<file path="config.mk">
export PLATFORM = sky130hd
export DESIGN_NAME = plane_basis_from_normal
export DESIGN_NICKNAME = d
export VERILOG_FILES = /design/src/hdl/pbf_pkg.sv /design/src/hdl/plane_basis_from_normal.sv /design/src/hdl/pbf_mul.sv /design/src/hdl/pbf_sqrt.sv /design/src/hdl/pbf_div.sv
export SDC_FILE = /design/constraint.sdc
export NUM_CORES = 2
export LEC_CHECK = 0
export ABC_AREA = 1
export BUFFER_PORTS_ARGS = -buffer_cell sky130_fd_sc_hd__buf_4
export CAP_MARGIN = 5
export CELL_PAD_IN_SITES_DETAIL_PLACEMENT = 0
export CELL_PAD_IN_SITES_GLOBAL_PLACEMENT = 1
export CORE_ASPECT_RATIO = 0.8
export CORE_MARGIN = 5
export CORE_UTILIZATION = 40
export CTS_CLUSTER_SIZE = 10
export DETAILED_ROUTE_END_ITERATION = 10
export MAX_ROUTING_LAYER = met4
export PLACE_DENSITY = 0.67
export RECOVER_POWER = 25
export SYNTH_ARGS = -nofsm -noshare
export SYNTH_HDL_FRONTEND = slang
export SYNTH_SLANG_ARGS = --single-unit
</file>
<file path="constraint.sdc">
create_clock -name clk_i -period 9 [get_ports clk_i]
set_input_delay 0.9 -clock clk_i [delete_from_list [all_inputs] [get_ports clk_i]]
set_output_delay 0.9 -clock clk_i [all_outputs]
set_load 0.02 [all_outputs]
</file>
<file path="src/hdl/pbf_pkg.sv">
// Package for the plane basis block: widths, state codes and small helpers.
// Used by every module in hdl; depends on nothing.
package pbf_pkg;

  localparam int FRAC_BITS = 12;
  localparam int IN_W      = 25;
  localparam int OUT_W     = 14;
  // Cross products of unit vectors reach 2 * ONE * ONE; the normal input fits too.
  localparam int VEC_W     = 2 * FRAC_BITS + 3;
  localparam int SUM_W     = 2 * VEC_W;
  localparam int ROOT_W    = VEC_W;
  localparam int QUO_W     = FRAC_BITS + 1;
  localparam int DCNT_W    = $clog2(QUO_W + 1);
  localparam int SCNT_W    = $clog2(ROOT_W + 1);

  typedef logic signed [VEC_W-1:0] vec_comp_t;
  typedef logic signed [OUT_W-1:0] out_comp_t;

  localparam out_comp_t ONE = out_comp_t'(1 << FRAC_BITS);

  typedef enum logic [3:0] {
    ST_IDLE,
    ST_SQ_GO,
    ST_SQ_WAIT,
    ST_ROOT_GO,
    ST_ROOT_WAIT,
    ST_DIV_GO,
    ST_DIV_WAIT,
    ST_AXIS,
    ST_CROSS_GO,
    ST_CROSS_WAIT,
    ST_FIN
  } pbf_state_e;

  function automatic logic [VEC_W-1:0] mag_vec(input vec_comp_t x);
    mag_vec = x[VEC_W-1] ? VEC_W'(-x) : VEC_W'(x);
  endfunction

  function automatic logic [OUT_W-1:0] mag_out(input out_comp_t x);
    mag_out = x[OUT_W-1] ? OUT_W'(-x) : OUT_W'(x);
  endfunction

  // Operand of n for term t of n x u; two terms per component, the second subtracted.
  function automatic logic [1:0] cross_a_idx(input logic [2:0] t);
    unique case (t)
      3'd0:    cross_a_idx = 2'd1;
      3'd1:    cross_a_idx = 2'd2;
      3'd2:    cross_a_idx = 2'd2;
      3'd3:    cross_a_idx = 2'd0;
      3'd4:    cross_a_idx = 2'd0;
      3'd5:    cross_a_idx = 2'd1;
      default: cross_a_idx = 2'd0;
    endcase
  endfunction

  // Operand of u for term t of n x u.
  function automatic logic [1:0] cross_b_idx(input logic [2:0] t);
    unique case (t)
      3'd0:    cross_b_idx = 2'd2;
      3'd1:    cross_b_idx = 2'd1;
      3'd2:    cross_b_idx = 2'd0;
      3'd3:    cross_b_idx = 2'd2;
      3'd4:    cross_b_idx = 2'd1;
      3'd5:    cross_b_idx = 2'd0;
      default: cross_b_idx = 2'd0;
    endcase
  endfunction

endpackage

</file>
<file path="src/hdl/plane_basis_from_normal.sv">
// Top level of the plane basis block: sequencer, vector registers and output stage.
// Depends on pbf_pkg, pbf_mul, pbf_sqrt and pbf_div.
//
// Usage: a transaction on the input channel carries a signed integer normal
// (normal_x_i, normal_y_i, normal_z_i). It is taken when in_valid_i is high
// and in_stall_o is low. The block then works on that one transaction alone
// and answers one result transaction: the unit normal n, the in-plane axes
// u and v in 1.12 fixed point, and the degenerate flag for a zero normal,
// in which case the XY plane is returned.
// Each of up to three normalisations squares three components on a bit-serial
// multiplier (one multiplier bit per cycle, ending early on small values),
// takes a floor square root at one root bit per cycle and runs three
// divisions at one quotient bit per cycle. Between the second and third
// normalisation, n x u is formed on the same multiplier as six products.
// A zero normal is answered after the first normalisation; any other normal
// takes longer, and its run time grows with the operand magnitudes.
// The result sits in an output register: in_stall_o drops as soon as it is
// loaded, so the next transaction may start while the receiver stalls; the
// block only waits at its end if the earlier result is still not taken.
// Reset clears the sequencer and the output valid; no result is pending.
module plane_basis_from_normal import pbf_pkg::*; (
  input  logic                  clk_i,
  input  logic                  rst_ni,
  input  logic                  in_valid_i,
  output logic                  in_stall_o,
  input  logic signed [IN_W-1:0] normal_x_i,
  input  logic signed [IN_W-1:0] normal_y_i,
  input  logic signed [IN_W-1:0] normal_z_i,
  output logic                  out_valid_o,
  input  logic                  out_stall_i,
  output logic signed [OUT_W-1:0] unit_nx_o,
  output logic signed [OUT_W-1:0] unit_ny_o,
  output logic signed [OUT_W-1:0] unit_nz_o,
  output logic signed [OUT_W-1:0] axis_ux_o,
  output logic signed [OUT_W-1:0] axis_uy_o,
  output logic signed [OUT_W-1:0] axis_uz_o,
  output logic signed [OUT_W-1:0] axis_vx_o,
  output logic signed [OUT_W-1:0] axis_vy_o,
  output logic signed [OUT_W-1:0] axis_vz_o,
  output logic                  degenerate_o
);

  pbf_state_e state_q, state_d;
  logic [1:0] pass_q, pass_d;   // 0: normal, 1: u, 2: v
  logic [2:0] idx_q, idx_d;     // component, or product term in the cross step
  vec_comp_t  w_q [3];
  vec_comp_t  w_d [3];
  out_comp_t  n_q [3];
  out_comp_t  n_d [3];
  out_comp_t  u_q [3];
  out_comp_t  u_d [3];
  out_comp_t  v_q [3];
  out_comp_t  v_d [3];
  logic [SUM_W-1:0]  sum_q, sum_d;
  logic [ROOT_W-1:0] len_q, len_d;
  logic              deg_q, deg_d;

  logic      out_valid_q, out_valid_d;
  out_comp_t out_n_q [3];
  out_comp_t out_n_d [3];
  out_comp_t out_u_q [3];
  out_comp_t out_u_d [3];
  out_comp_t out_v_q [3];
  out_comp_t out_v_d [3];
  logic      out_deg_q, out_deg_d;

  logic              mul_start, mul_busy, mul_done;
  logic [SUM_W-1:0]  mul_a, mul_prod;
  logic [VEC_W-1:0]  mul_b;
  logic              sqrt_start, sqrt_done;
  logic [ROOT_W-1:0] sqrt_root;
  logic              div_start, div_done;
  logic [QUO_W-1:0]  div_quo;

  logic [OUT_W-1:0]  mx, my, mz;
  logic [1:0]        ai, bi, ci;
  out_comp_t         quo_s;
  vec_comp_t         term;
  logic              term_neg;

  pbf_mul u_mul (
    .clk_i   (clk_i),
    .rst_ni  (rst_ni),
    .start_i (mul_start),
    .a_i     (mul_a),
    .b_i     (mul_b),
    .busy_o  (mul_busy),
    .done_o  (mul_done),
    .prod_o  (mul_prod)
  );

  pbf_sqrt u_sqrt (
    .clk_i   (clk_i),
    .rst_ni  (rst_ni),
    .start_i (sqrt_start),
    .rad_i   (sum_q),
    .done_o  (sqrt_done),
    .root_o  (sqrt_root)
  );

  pbf_div u_div (
    .clk_i   (clk_i),
    .rst_ni  (rst_ni),
    .start_i (div_start),
    .num_i   (mag_vec(w_q[idx_q[1:0]])),
    .den_i   (len_q),
    .done_o  (div_done),
    .quo_o   (div_quo)
  );

  always_comb begin
    ai = cross_a_idx(idx_q);
    bi = cross_b_idx(idx_q);
    ci = idx_q[2:1];
    if (state_q == ST_CROSS_GO) begin
      mul_a = SUM_W'(mag_out(n_q[ai]));
      mul_b = VEC_W'(mag_out(u_q[bi]));
    end else begin
      mul_a = SUM_W'(mag_vec(w_q[idx_q[1:0]]));
      mul_b = mag_vec(w_q[idx_q[1:0]]);
    end
    mx = mag_out(n_q[0]);
    my = mag_out(n_q[1]);
    mz = mag_out(n_q[2]);
    // Signed quotient; a zero length only occurs for the zero vector.
    quo_s = (len_q == '0) ? '0 : out_comp_t'(div_quo);
    if (w_q[idx_q[1:0]][VEC_W-1]) begin
      quo_s = -quo_s;
    end
    term     = $signed(mul_prod[VEC_W-1:0]);
    term_neg = n_q[ai][OUT_W-1] ^ u_q[bi][OUT_W-1] ^ idx_q[0];
    if (term_neg) begin
      term = -term;
    end
  end

  always_comb begin
    state_d     = state_q;
    pass_d      = pass_q;
    idx_d       = idx_q;
    w_d         = w_q;
    n_d         = n_q;
    u_d         = u_q;
    v_d         = v_q;
    sum_d       = sum_q;
    len_d       = len_q;
    deg_d       = deg_q;
    out_n_d     = out_n_q;
    out_u_d     = out_u_q;
    out_v_d     = out_v_q;
    out_deg_d   = out_deg_q;
    out_valid_d = out_valid_q && out_stall_i;
    mul_start   = 1'b0;
    sqrt_start  = 1'b0;
    div_start   = 1'b0;

    unique case (state_q)
      ST_IDLE: begin
        if (in_valid_i) begin
          w_d[0]  = vec_comp_t'(normal_x_i);
          w_d[1]  = vec_comp_t'(normal_y_i);
          w_d[2]  = vec_comp_t'(normal_z_i);
          pass_d  = 2'd0;
          idx_d   = '0;
          sum_d   = '0;
          deg_d   = 1'b0;
          state_d = ST_SQ_GO;
        end
      end
      ST_SQ_GO: begin
        mul_start = 1'b1;
        state_d   = ST_SQ_WAIT;
      end
      ST_SQ_WAIT: begin
        if (mul_done) begin
          sum_d = sum_q + mul_prod;
          if (idx_q == 3'd2) begin
            state_d = ST_ROOT_GO;
          end else begin
            idx_d   = idx_q + 1'b1;
            state_d = ST_SQ_GO;
          end
        end
      end
      ST_ROOT_GO: begin
        sqrt_start = 1'b1;
        state_d    = ST_ROOT_WAIT;
      end
      ST_ROOT_WAIT: begin
        if (sqrt_done) begin
          len_d   = sqrt_root;
          idx_d   = '0;
          state_d = ST_DIV_GO;
        end
      end
      ST_DIV_GO: begin
        div_start = 1'b1;
        state_d   = ST_DIV_WAIT;
      end
      ST_DIV_WAIT: begin
        if (div_done) begin
          unique case (pass_q)
            2'd0:    n_d[idx_q[1:0]] = quo_s;
            2'd1:    u_d[idx_q[1:0]] = quo_s;
            default: v_d[idx_q[1:0]] = quo_s;
          endcase
          if (idx_q != 3'd2) begin
            idx_d   = idx_q + 1'b1;
            state_d = ST_DIV_GO;
          end else begin
            idx_d = '0;
            sum_d = '0;
            unique case (pass_q)
              2'd0:    state_d = ST_AXIS;
              2'd1:    state_d = ST_CROSS_GO;
              default: state_d = ST_FIN;
            endcase
          end
        end
      end
      ST_AXIS: begin
        if (n_q[0] == '0 && n_q[1] == '0 && n_q[2] == '0) begin
          // Zero normal: fall back to the XY plane.
          n_d     = '{'0, '0, ONE};
          u_d     = '{ONE, '0, '0};
          v_d     = '{'0, ONE, '0};
          deg_d   = 1'b1;
          state_d = ST_FIN;
        end else begin
          priority if (mx <= my && mx <= mz) begin
            w_d = '{'0, -(vec_comp_t'(n_q[2]) <<< FRAC_BITS),
                    vec_comp_t'(n_q[1]) <<< FRAC_BITS};
          end else if (mx <= my || my > mz) begin
            w_d = '{-(vec_comp_t'(n_q[1]) <<< FRAC_BITS),
                    vec_comp_t'(n_q[0]) <<< FRAC_BITS, '0};
          end else begin
            w_d = '{vec_comp_t'(n_q[2]) <<< FRAC_BITS, '0,
                    -(vec_comp_t'(n_q[0]) <<< FRAC_BITS)};
          end
          pass_d  = 2'd1;
          state_d = ST_SQ_GO;
        end
      end
      ST_CROSS_GO: begin
        mul_start = 1'b1;
        state_d   = ST_CROSS_WAIT;
      end
      ST_CROSS_WAIT: begin
        if (mul_done) begin
          w_d[ci] = idx_q[0] ? w_q[ci] + term : term;
          if (idx_q == 3'd5) begin
            idx_d   = '0;
            pass_d  = 2'd2;
            state_d = ST_SQ_GO;
          end else begin
            idx_d   = idx_q + 1'b1;
            state_d = ST_CROSS_GO;
          end
        end
      end
      ST_FIN: begin
        if (!out_valid_q || !out_stall_i) begin
          out_n_d     = n_q;
          out_u_d     = u_q;
          out_v_d     = v_q;
          out_deg_d   = deg_q;
          out_valid_d = 1'b1;
          state_d     = ST_IDLE;
        end
      end
      default: state_d = ST_IDLE;
    endcase
  end

  always_ff @(posedge clk_i or negedge rst_ni) begin
    if (!rst_ni) begin
      state_q     <= ST_IDLE;
      out_valid_q <= 1'b0;
    end else begin
      state_q     <= state_d;
      out_valid_q <= out_valid_d;
    end
  end

  always_ff @(posedge clk_i) begin
    pass_q    <= pass_d;
    idx_q     <= idx_d;
    w_q       <= w_d;
    n_q       <= n_d;
    u_q       <= u_d;
    v_q       <= v_d;
    sum_q     <= sum_d;
    len_q     <= len_d;
    deg_q     <= deg_d;
    out_n_q   <= out_n_d;
    out_u_q   <= out_u_d;
    out_v_q   <= out_v_d;
    out_deg_q <= out_deg_d;
  end

  assign in_stall_o   = (state_q != ST_IDLE);
  assign out_valid_o  = out_valid_q;
  assign unit_nx_o    = out_n_q[0];
  assign unit_ny_o    = out_n_q[1];
  assign unit_nz_o    = out_n_q[2];
  assign axis_ux_o    = out_u_q[0];
  assign axis_uy_o    = out_u_q[1];
  assign axis_uz_o    = out_u_q[2];
  assign axis_vx_o    = out_v_q[0];
  assign axis_vy_o    = out_v_q[1];
  assign axis_vz_o    = out_v_q[2];
  assign degenerate_o = out_deg_q;

  // The shared multiplier is never restarted while it is still running.
  assert property (@(posedge clk_i) disable iff (!rst_ni) mul_start |-> !mul_busy)
    else $error("multiplier restarted while busy");

  // A quotient never exceeds one in fixed point, since no component exceeds the length.
  assert property (@(posedge clk_i) disable iff (!rst_ni)
    div_done && len_q != '0 |-> div_quo <= QUO_W'(1 << FRAC_BITS))
    else $error("quotient above one");

  // A degenerate result always carries the fallback normal along z.
  assert property (@(posedge clk_i) disable iff (!rst_ni)
    out_valid_q && out_deg_q |-> out_n_q[2] == ONE && out_n_q[0] == '0)
    else $error("degenerate result without fallback normal");

endmodule

</file>
<file path="src/hdl/pbf_mul.sv">
// Bit-serial shift-and-add multiplier on unsigned magnitudes.
// Depends on pbf_pkg; finishes as soon as the remaining multiplier bits are zero.
module pbf_mul import pbf_pkg::*; (
  input  logic             clk_i,
  input  logic             rst_ni,
  input  logic             start_i,
  input  logic [SUM_W-1:0] a_i,
  input  logic [VEC_W-1:0] b_i,
  output logic             busy_o,
  output logic             done_o,
  output logic [SUM_W-1:0] prod_o
);

  logic             run_q, done_q;
  logic [SUM_W-1:0] a_q, acc_q;
  logic [VEC_W-1:0] b_q;

  always_ff @(posedge clk_i or negedge rst_ni) begin
    if (!rst_ni) begin
      run_q  <= 1'b0;
      done_q <= 1'b0;
    end else begin
      done_q <= 1'b0;
      if (start_i) begin
        run_q <= 1'b1;
      end else if (run_q && b_q == '0) begin
        run_q  <= 1'b0;
        done_q <= 1'b1;
      end
    end
  end

  always_ff @(posedge clk_i) begin
    if (start_i) begin
      a_q   <= a_i;
      b_q   <= b_i;
      acc_q <= '0;
    end else if (run_q) begin
      if (b_q[0]) begin
        acc_q <= acc_q + a_q;
      end
      a_q <= {a_q[SUM_W-2:0], 1'b0};
      b_q <= {1'b0, b_q[VEC_W-1:1]};
    end
  end

  assign busy_o = run_q;
  assign done_o = done_q;
  assign prod_o = acc_q;

endmodule

</file>
<file path="src/hdl/pbf_sqrt.sv">
// Restoring floor square root, two radicand bits and one root bit per cycle.
// Depends on pbf_pkg.
module pbf_sqrt import pbf_pkg::*; (
  input  logic              clk_i,
  input  logic              rst_ni,
  input  logic              start_i,
  input  logic [SUM_W-1:0]  rad_i,
  output logic              done_o,
  output logic [ROOT_W-1:0] root_o
);

  logic              run_q, done_q;
  logic [SCNT_W-1:0] cnt_q;
  logic [SUM_W-1:0]  rad_q;
  logic [ROOT_W:0]   rem_q;
  logic [ROOT_W-1:0] root_q;
  logic [ROOT_W+2:0] rem_sh, trial;
  logic              ge;

  always_comb begin
    rem_sh = {rem_q, rad_q[SUM_W-1 -: 2]};
    trial  = {1'b0, root_q, 2'b01};
    ge     = rem_sh >= trial;
  end

  always_ff @(posedge clk_i or negedge rst_ni) begin
    if (!rst_ni) begin
      run_q  <= 1'b0;
      done_q <= 1'b0;
      cnt_q  <= '0;
    end else begin
      done_q <= 1'b0;
      if (start_i) begin
        run_q <= 1'b1;
        cnt_q <= '0;
      end else if (run_q) begin
        cnt_q <= cnt_q + 1'b1;
        if (cnt_q == SCNT_W'(ROOT_W - 1)) begin
          run_q  <= 1'b0;
          done_q <= 1'b1;
        end
      end
    end
  end

  always_ff @(posedge clk_i) begin
    if (start_i) begin
      rad_q  <= rad_i;
      rem_q  <= '0;
      root_q <= '0;
    end else if (run_q) begin
      rad_q  <= {rad_q[SUM_W-3:0], 2'b00};
      rem_q  <= ge ? (ROOT_W+1)'(rem_sh - trial) : rem_sh[ROOT_W:0];
      root_q <= {root_q[ROOT_W-2:0], ge};
    end
  end

  assign done_o = done_q;
  assign root_o = root_q;

endmodule

</file>
<file path="src/hdl/pbf_div.sv">
// Restoring divider giving floor(num * 2^FRAC_BITS / den), one quotient bit per cycle.
// Depends on pbf_pkg; expects num no larger than den.
module pbf_div import pbf_pkg::*; (
  input  logic              clk_i,
  input  logic              rst_ni,
  input  logic              start_i,
  input  logic [VEC_W-1:0]  num_i,
  input  logic [ROOT_W-1:0] den_i,
  output logic              done_o,
  output logic [QUO_W-1:0]  quo_o
);

  logic              run_q, done_q;
  logic [DCNT_W-1:0] cnt_q;
  logic [ROOT_W:0]   rem_q, rem_sub;
  logic [ROOT_W-1:0] den_q;
  logic [QUO_W-1:0]  quo_q;
  logic              ge;

  always_comb begin
    ge      = rem_q >= {1'b0, den_q};
    rem_sub = ge ? rem_q - {1'b0, den_q} : rem_q;
  end

  always_ff @(posedge clk_i or negedge rst_ni) begin
    if (!rst_ni) begin
      run_q  <= 1'b0;
      done_q <= 1'b0;
      cnt_q  <= '0;
    end else begin
      done_q <= 1'b0;
      if (start_i) begin
        run_q <= 1'b1;
        cnt_q <= '0;
      end else if (run_q) begin
        cnt_q <= cnt_q + 1'b1;
        if (cnt_q == DCNT_W'(QUO_W - 1)) begin
          run_q  <= 1'b0;
          done_q <= 1'b1;
        end
      end
    end
  end

  always_ff @(posedge clk_i) begin
    if (start_i) begin
      rem_q <= {1'b0, num_i};
      den_q <= den_i;
      quo_q <= '0;
    end else if (run_q) begin
      rem_q <= {rem_sub[ROOT_W-1:0], 1'b0};
      quo_q <= {quo_q[QUO_W-2:0], ge};
    end
  end

  assign done_o = done_q;
  assign quo_o  = quo_q;

endmodule
</file>
; ---- Word level (Yosys, flattened, before mapping)
; Cells that the tools add are included.
[op_classes]
add_sub_neg = 19
n_lt_le_gt_ge = 11
eq_ne = 33
mux = 121
n_bitwise = 6
reduce_logical = 47
[op_table]
columns = op, count
row1 = two-way mux 54 bit, 8
row2 = two-way mux 27 bit, 15
row3 = two-way mux 81 bit, 5
row4 = two-way mux 42 bit, 9
row5 = case mux 42 bit (2 select lines), 3
row6 = case mux 81 bit (3 select lines), 1
row7 = case mux 54 bit (3 select lines), 1
row8 = two-way mux 14 bit, 11
row9 = bitwise mux 42 bit, 3
row10 = adder 54 bit, 2
row11 = binary-select mux 27 bit (select 2 bit), 2
row12 = bitwise mux 81 bit, 1
row13 = negator 26 -> 27 bit, 3
row14 = negator 14 bit, 5
row15 = binary-select mux 14 bit (select 2 bit), 2
row16 = demux 27 bit (select 2 bit), 1
row17 = zero test 27 bit, 2
row18 = negator 27 bit, 2
row19 = two-way mux 4 bit, 11
row20 = case mux 4 bit (11 select lines), 1
row21 = zero test 14 bit, 3
row22 = >= comparator 30 x 29 -> 1 bit, 1
row23 = demux 14 bit (select 2 bit), 1
row24 = >= comparator 28 x 27 -> 1 bit, 1
row25 = other kinds (53), 143
[word_totals]
ff_bits = 753
in_bits = 79
out_inout_bits = 129
word_cells = 284

; ---- Depth between registers and ports, before layout
[logic_depth]
word_depth = 15
ltp_mapped = 38

; ---- By module
; A second synthesis with hierarchy kept.
[hier_totals]
hier_cells = 7561
hier_area_um2 = 53351.2
[by_module_without_submodules]
columns = module, instances, cells_each, area_per_inst_um2, seq_area_each_um2
row1 = plane_basis_from_normal, 1, 4174, 30804.5, 12767.2
row2 = pbf_mul, 1, 1678, 10597.7, 3563.4
row3 = pbf_sqrt, 1, 947, 6662.6, 2897.8
row4 = pbf_div, 1, 762, 5286.3, 2052.0

; ---- Worst setup path after synthesis
; No wires, ideal clock.
[synth_path]
path_type = register to register
from = register idx_q[0]
to = register sum_q[0] (enable)
arrival_time_ns = 7.413
required_ns = 8.400
path_slack_ns = 0.987
path_stages_with_launch = 12
n_path_buf = 5
synth_period_minus_slack_ns = 8.013
path_cell_list = edfxtp_1 > buf_6 > inv_4 > buf_6 > clkbuf_1 > buf_2 > ha_1 > buf_2 > clkinv_1 > nor2_1 > nor2_1 > nor4_1
[synth_between]
elab_chain_cells = 3
[synth_lines]
columns = item, line_no
row1 = from (decl), plane_basis_from_normal.sv:45  ; logic [2:0] idx_q, idx_d;
row2 = from (signal assigned), plane_basis_from_normal.sv:287  ; idx_q <= idx_d;
row3 = != test 3 x 2 -> 1 bit, plane_basis_from_normal.sv:207  ; if (idx_q != 3'd2) begin
row4 = != test 2 bit (no source line), --
row5 = AND reduction 5 bit (no source line), --
row6 = to (signal assigned), plane_basis_from_normal.sv:292  ; sum_q <= sum_d;
row7 = to (decl), plane_basis_from_normal.sv:54  ; logic [SUM_W-1:0] sum_q, sum_d;
; Every way passes these cells.
; A chain may end at the register's enable or synchronous reset.

==> flow_metrics.env <==
export IMPL_status="finished with violations"
export IMPL_violations="capacitance limit, slew limit"
export IMPL_drt_iter0_markers=4846
export IMPL_rsz0062_at_grt="no"
export IMPL_port_buffers=207
export IMPL_endpoint_kind="register"
export IMPL_fin_setup_tns_ns=0
export IMPL_htreeDepth=3
export IMPL_fillCellCount=13350
export IMPL_syn_area_per_cell_um2=7.417
export IMPL_clock_path_buffers=3
export IMPL_die_h_um=330.3
export IMPL_dpl_hpwl_um=155600
export IMPL_finClkSkew_ns=0.09347
export IMPL_max_freq_ghz=0.1534
export IMPL_antenna_found_initial=6
export IMPL_gp_congestion=0.9868
export IMPL_layout_nets=7391
export IMPL_ys_ff_latch=753
export IMPL_dieArea_um2=135600
export IMPL_drive_above_1_share=0.05735
export IMPL_drc_errors=0
export IMPL_hp_class="in2reg"
export IMPL_cts_tree="done"
export IMPL_ant_nets=0
export IMPL_cts_made_buffers=92
export IMPL_yosysUniqueCellTypes=60
export IMPL_crit_type="reg2reg"
export IMPL_slew_headroom=-1.341
export IMPL_post_cts_resized=0
export IMPL_grt_max_degree=134
export IMPL_grt_pass1_vias=44590
export IMPL_synthCells=6917
export IMPL_layout_commonest_cell="nand2_1"
export IMPL_cts_sinks=753
export IMPL_worstMarginPinSlew_ns=3.512
export IMPL_synth_nets=7252
export IMPL_core_um2=127400
export IMPL_drv_slew=280
export IMPL_cts_root_buffer="clkbuf_16"
export IMPL_ios=208
export IMPL_synth_edf_count=610
export IMPL_critPathArrivalTime_ns=6.95
export IMPL_hold_viol=0
export IMPL_drt_vias_per_instance=5.467
export IMPL_path_buf_inv=5
export IMPL_wl_per_cell_um=22.79
export IMPL_grt_first_pass_wirelength_um=292500
export IMPL_critPathTopFamily="simple AND/OR/NAND/NOR gates"
export IMPL_finalCriticalPeriod_ns=6.521
export IMPL_route_final_wire_length_um=200600
export IMPL_postLayoutCoreUtil=0.4476
export IMPL_async_reset_ff_frac=0.02656
export IMPL_postCtsSetupBuffers=0
export IMPL_cts_hold_buffers=0
export IMPL_layout_common_cells="nand2_1 (1837), inv_1 (825), nor2_1 (781), edfxtp_1 (610), a21oi_1 (566)"
export IMPL_max_stage_delay_ns=0.77
export IMPL_die_w_um=410.4
export IMPL_critical_path_most_common_cell="nand2_1"
export IMPL_required_ns=9.43
export IMPL_seq_area_frac_synth=0.4148
export IMPL_vias=48110
export IMPL_syn_area_um2=51300
export IMPL_maxCapViolCount=7
export IMPL_clk_pin_slew_ns=0.06
export IMPL_clock_latency_ns=0.76
export IMPL_cp_max_fo=43
export IMPL_initial_core_util=0.4028
export IMPL_dr_pass1_iters=6
export IMPL_grt_ovfl_total=0
export IMPL_ys_warn_count=0
export IMPL_core_rowCount=117
export IMPL_cp_start_kind="register"
export IMPL_slowest_stage="o21ai_0"
export IMPL_finalSetupViolCount=0
export IMPL_synth_flop_cell="edfxtp_1"
export IMPL_post_route_period_util=0.7245
export IMPL_grt_total_usage=0.2940
export IMPL_syn2layout_area_growth_pct=11.12
Yosys cell counts (all sizes together) (35+ instances only):
cell type  instances  area, um2
nor2             805       3072
nand4             76      475.5
nand2           1867       7137
nor3              80      415.4
xor2              93      814.5
buf               87      526.8
o21ai            472       2430
clkbuf           133      499.2
nand3            506       2635
a22oi             54      405.4
o21bai            35      262.8
a21oi            570       2860
o211ai            52      410.4
ha               252       3153
inv              849       3194
edfxtp           610      18320
dfxtp            123       2462
stage by stage:
step / worst slack, ns / hold slack [ns] / std cells / instance area (um2)
4_1_cts: 2.630 / 0.02467 / 8798 / 57450
3_5_place_dp: 2.704 / 0.4340 / 8628 / 54500
6_report: 2.479 / 0.4054 / 8799 / 57010
3_3_place_gp: 2.714 / 0.4298 / 8628 / 54500
5_1_grt: 1.985 / 0.3873 / 8799 / 57010
2_1_floorplan: 0.9873 / 0.4003 / 6917 / 51300
logic make-up (layout without fill, tap and decap cells):
kind of cell,count (synthesis),after routing,share of synthesized area
AO/OA/AOI/OAI,1305,1305,0.1414
XOR/XNOR,121,121,0.02066
adder cells (fa/ha/maj),256,256,0.06302
buffers and inverters,1074,1289,0.08263
flip-flops,753,753,0.4148
other,0,1,0
AND/OR/NAND/NOR,3408,3408,0.2775
worst register-to-register path: cells and delay by family (launching register included):
kind | cells | cell delay, ns
buffers and inverters | 5 | 1.33
AND/OR/NAND/NOR | 18 | 2.22
flip-flops | 1 | 0.40
AO/OA/AOI/OAI | 3 | 1.19
adder cells (fa/ha/maj) | 2 | 1.10
layer usage:
layer / track usage / part of all wire
met1: 0.4382 / 0.49
met2: 0.4275 / 0.42
met3: 0.03745 / 0.063
met4: 0.06275 / 0.021
met5: - / 0
worst paths after layout:
path	from	end	slack [ns]	depth (start not counted)
max	idx_q[1]	w_q[20]	2.48	28
min	out_stall_i	out_valid_o	0.41	3
max reg2reg	idx_q[1]	w_q[20]	2.48	28
min reg2reg	v_q[16]	axis_vy_o[2]	0.45	0
max in group asynchronous	rst_ni	u_mul.busy_o	7.33	1
min in group asynchronous	rst_ni	out_valid_o	0.58	1
final cells by class:
type	instances	area [um2]	share of cell area
diodes	1	2.502	0.00004389
repair buffers	265	1570	0.02754
inverters	854	3214	0.05638
clock inverters	21	361.6	0.006343
multi-input cells	5090	25900	0.4543
flip-flops and latches	753	21280	0.3733
well taps	1666	2085	0.03656
clock buffers	149	2596	0.04554
flip-flops by register name, indices dropped and copies added (netlist names), 27 cells and up:
name / count
len_q: 27
n_q: 42
sum_q: 54
u_div.den_q: 27
u_div.rem_q: 28
u_mul.a_q: 54
u_mul.b_q: 27
u_mul.prod_o: 54
u_q: 42
u_sqrt.rad_q: 54
u_sqrt.rem_q: 28
u_sqrt.root_o: 27
v_q: 42
w_q: 81
Power is left out: the tool's default activity adds up to more than one toggle a clock period on the data nets, which glitch-free logic cannot reach.
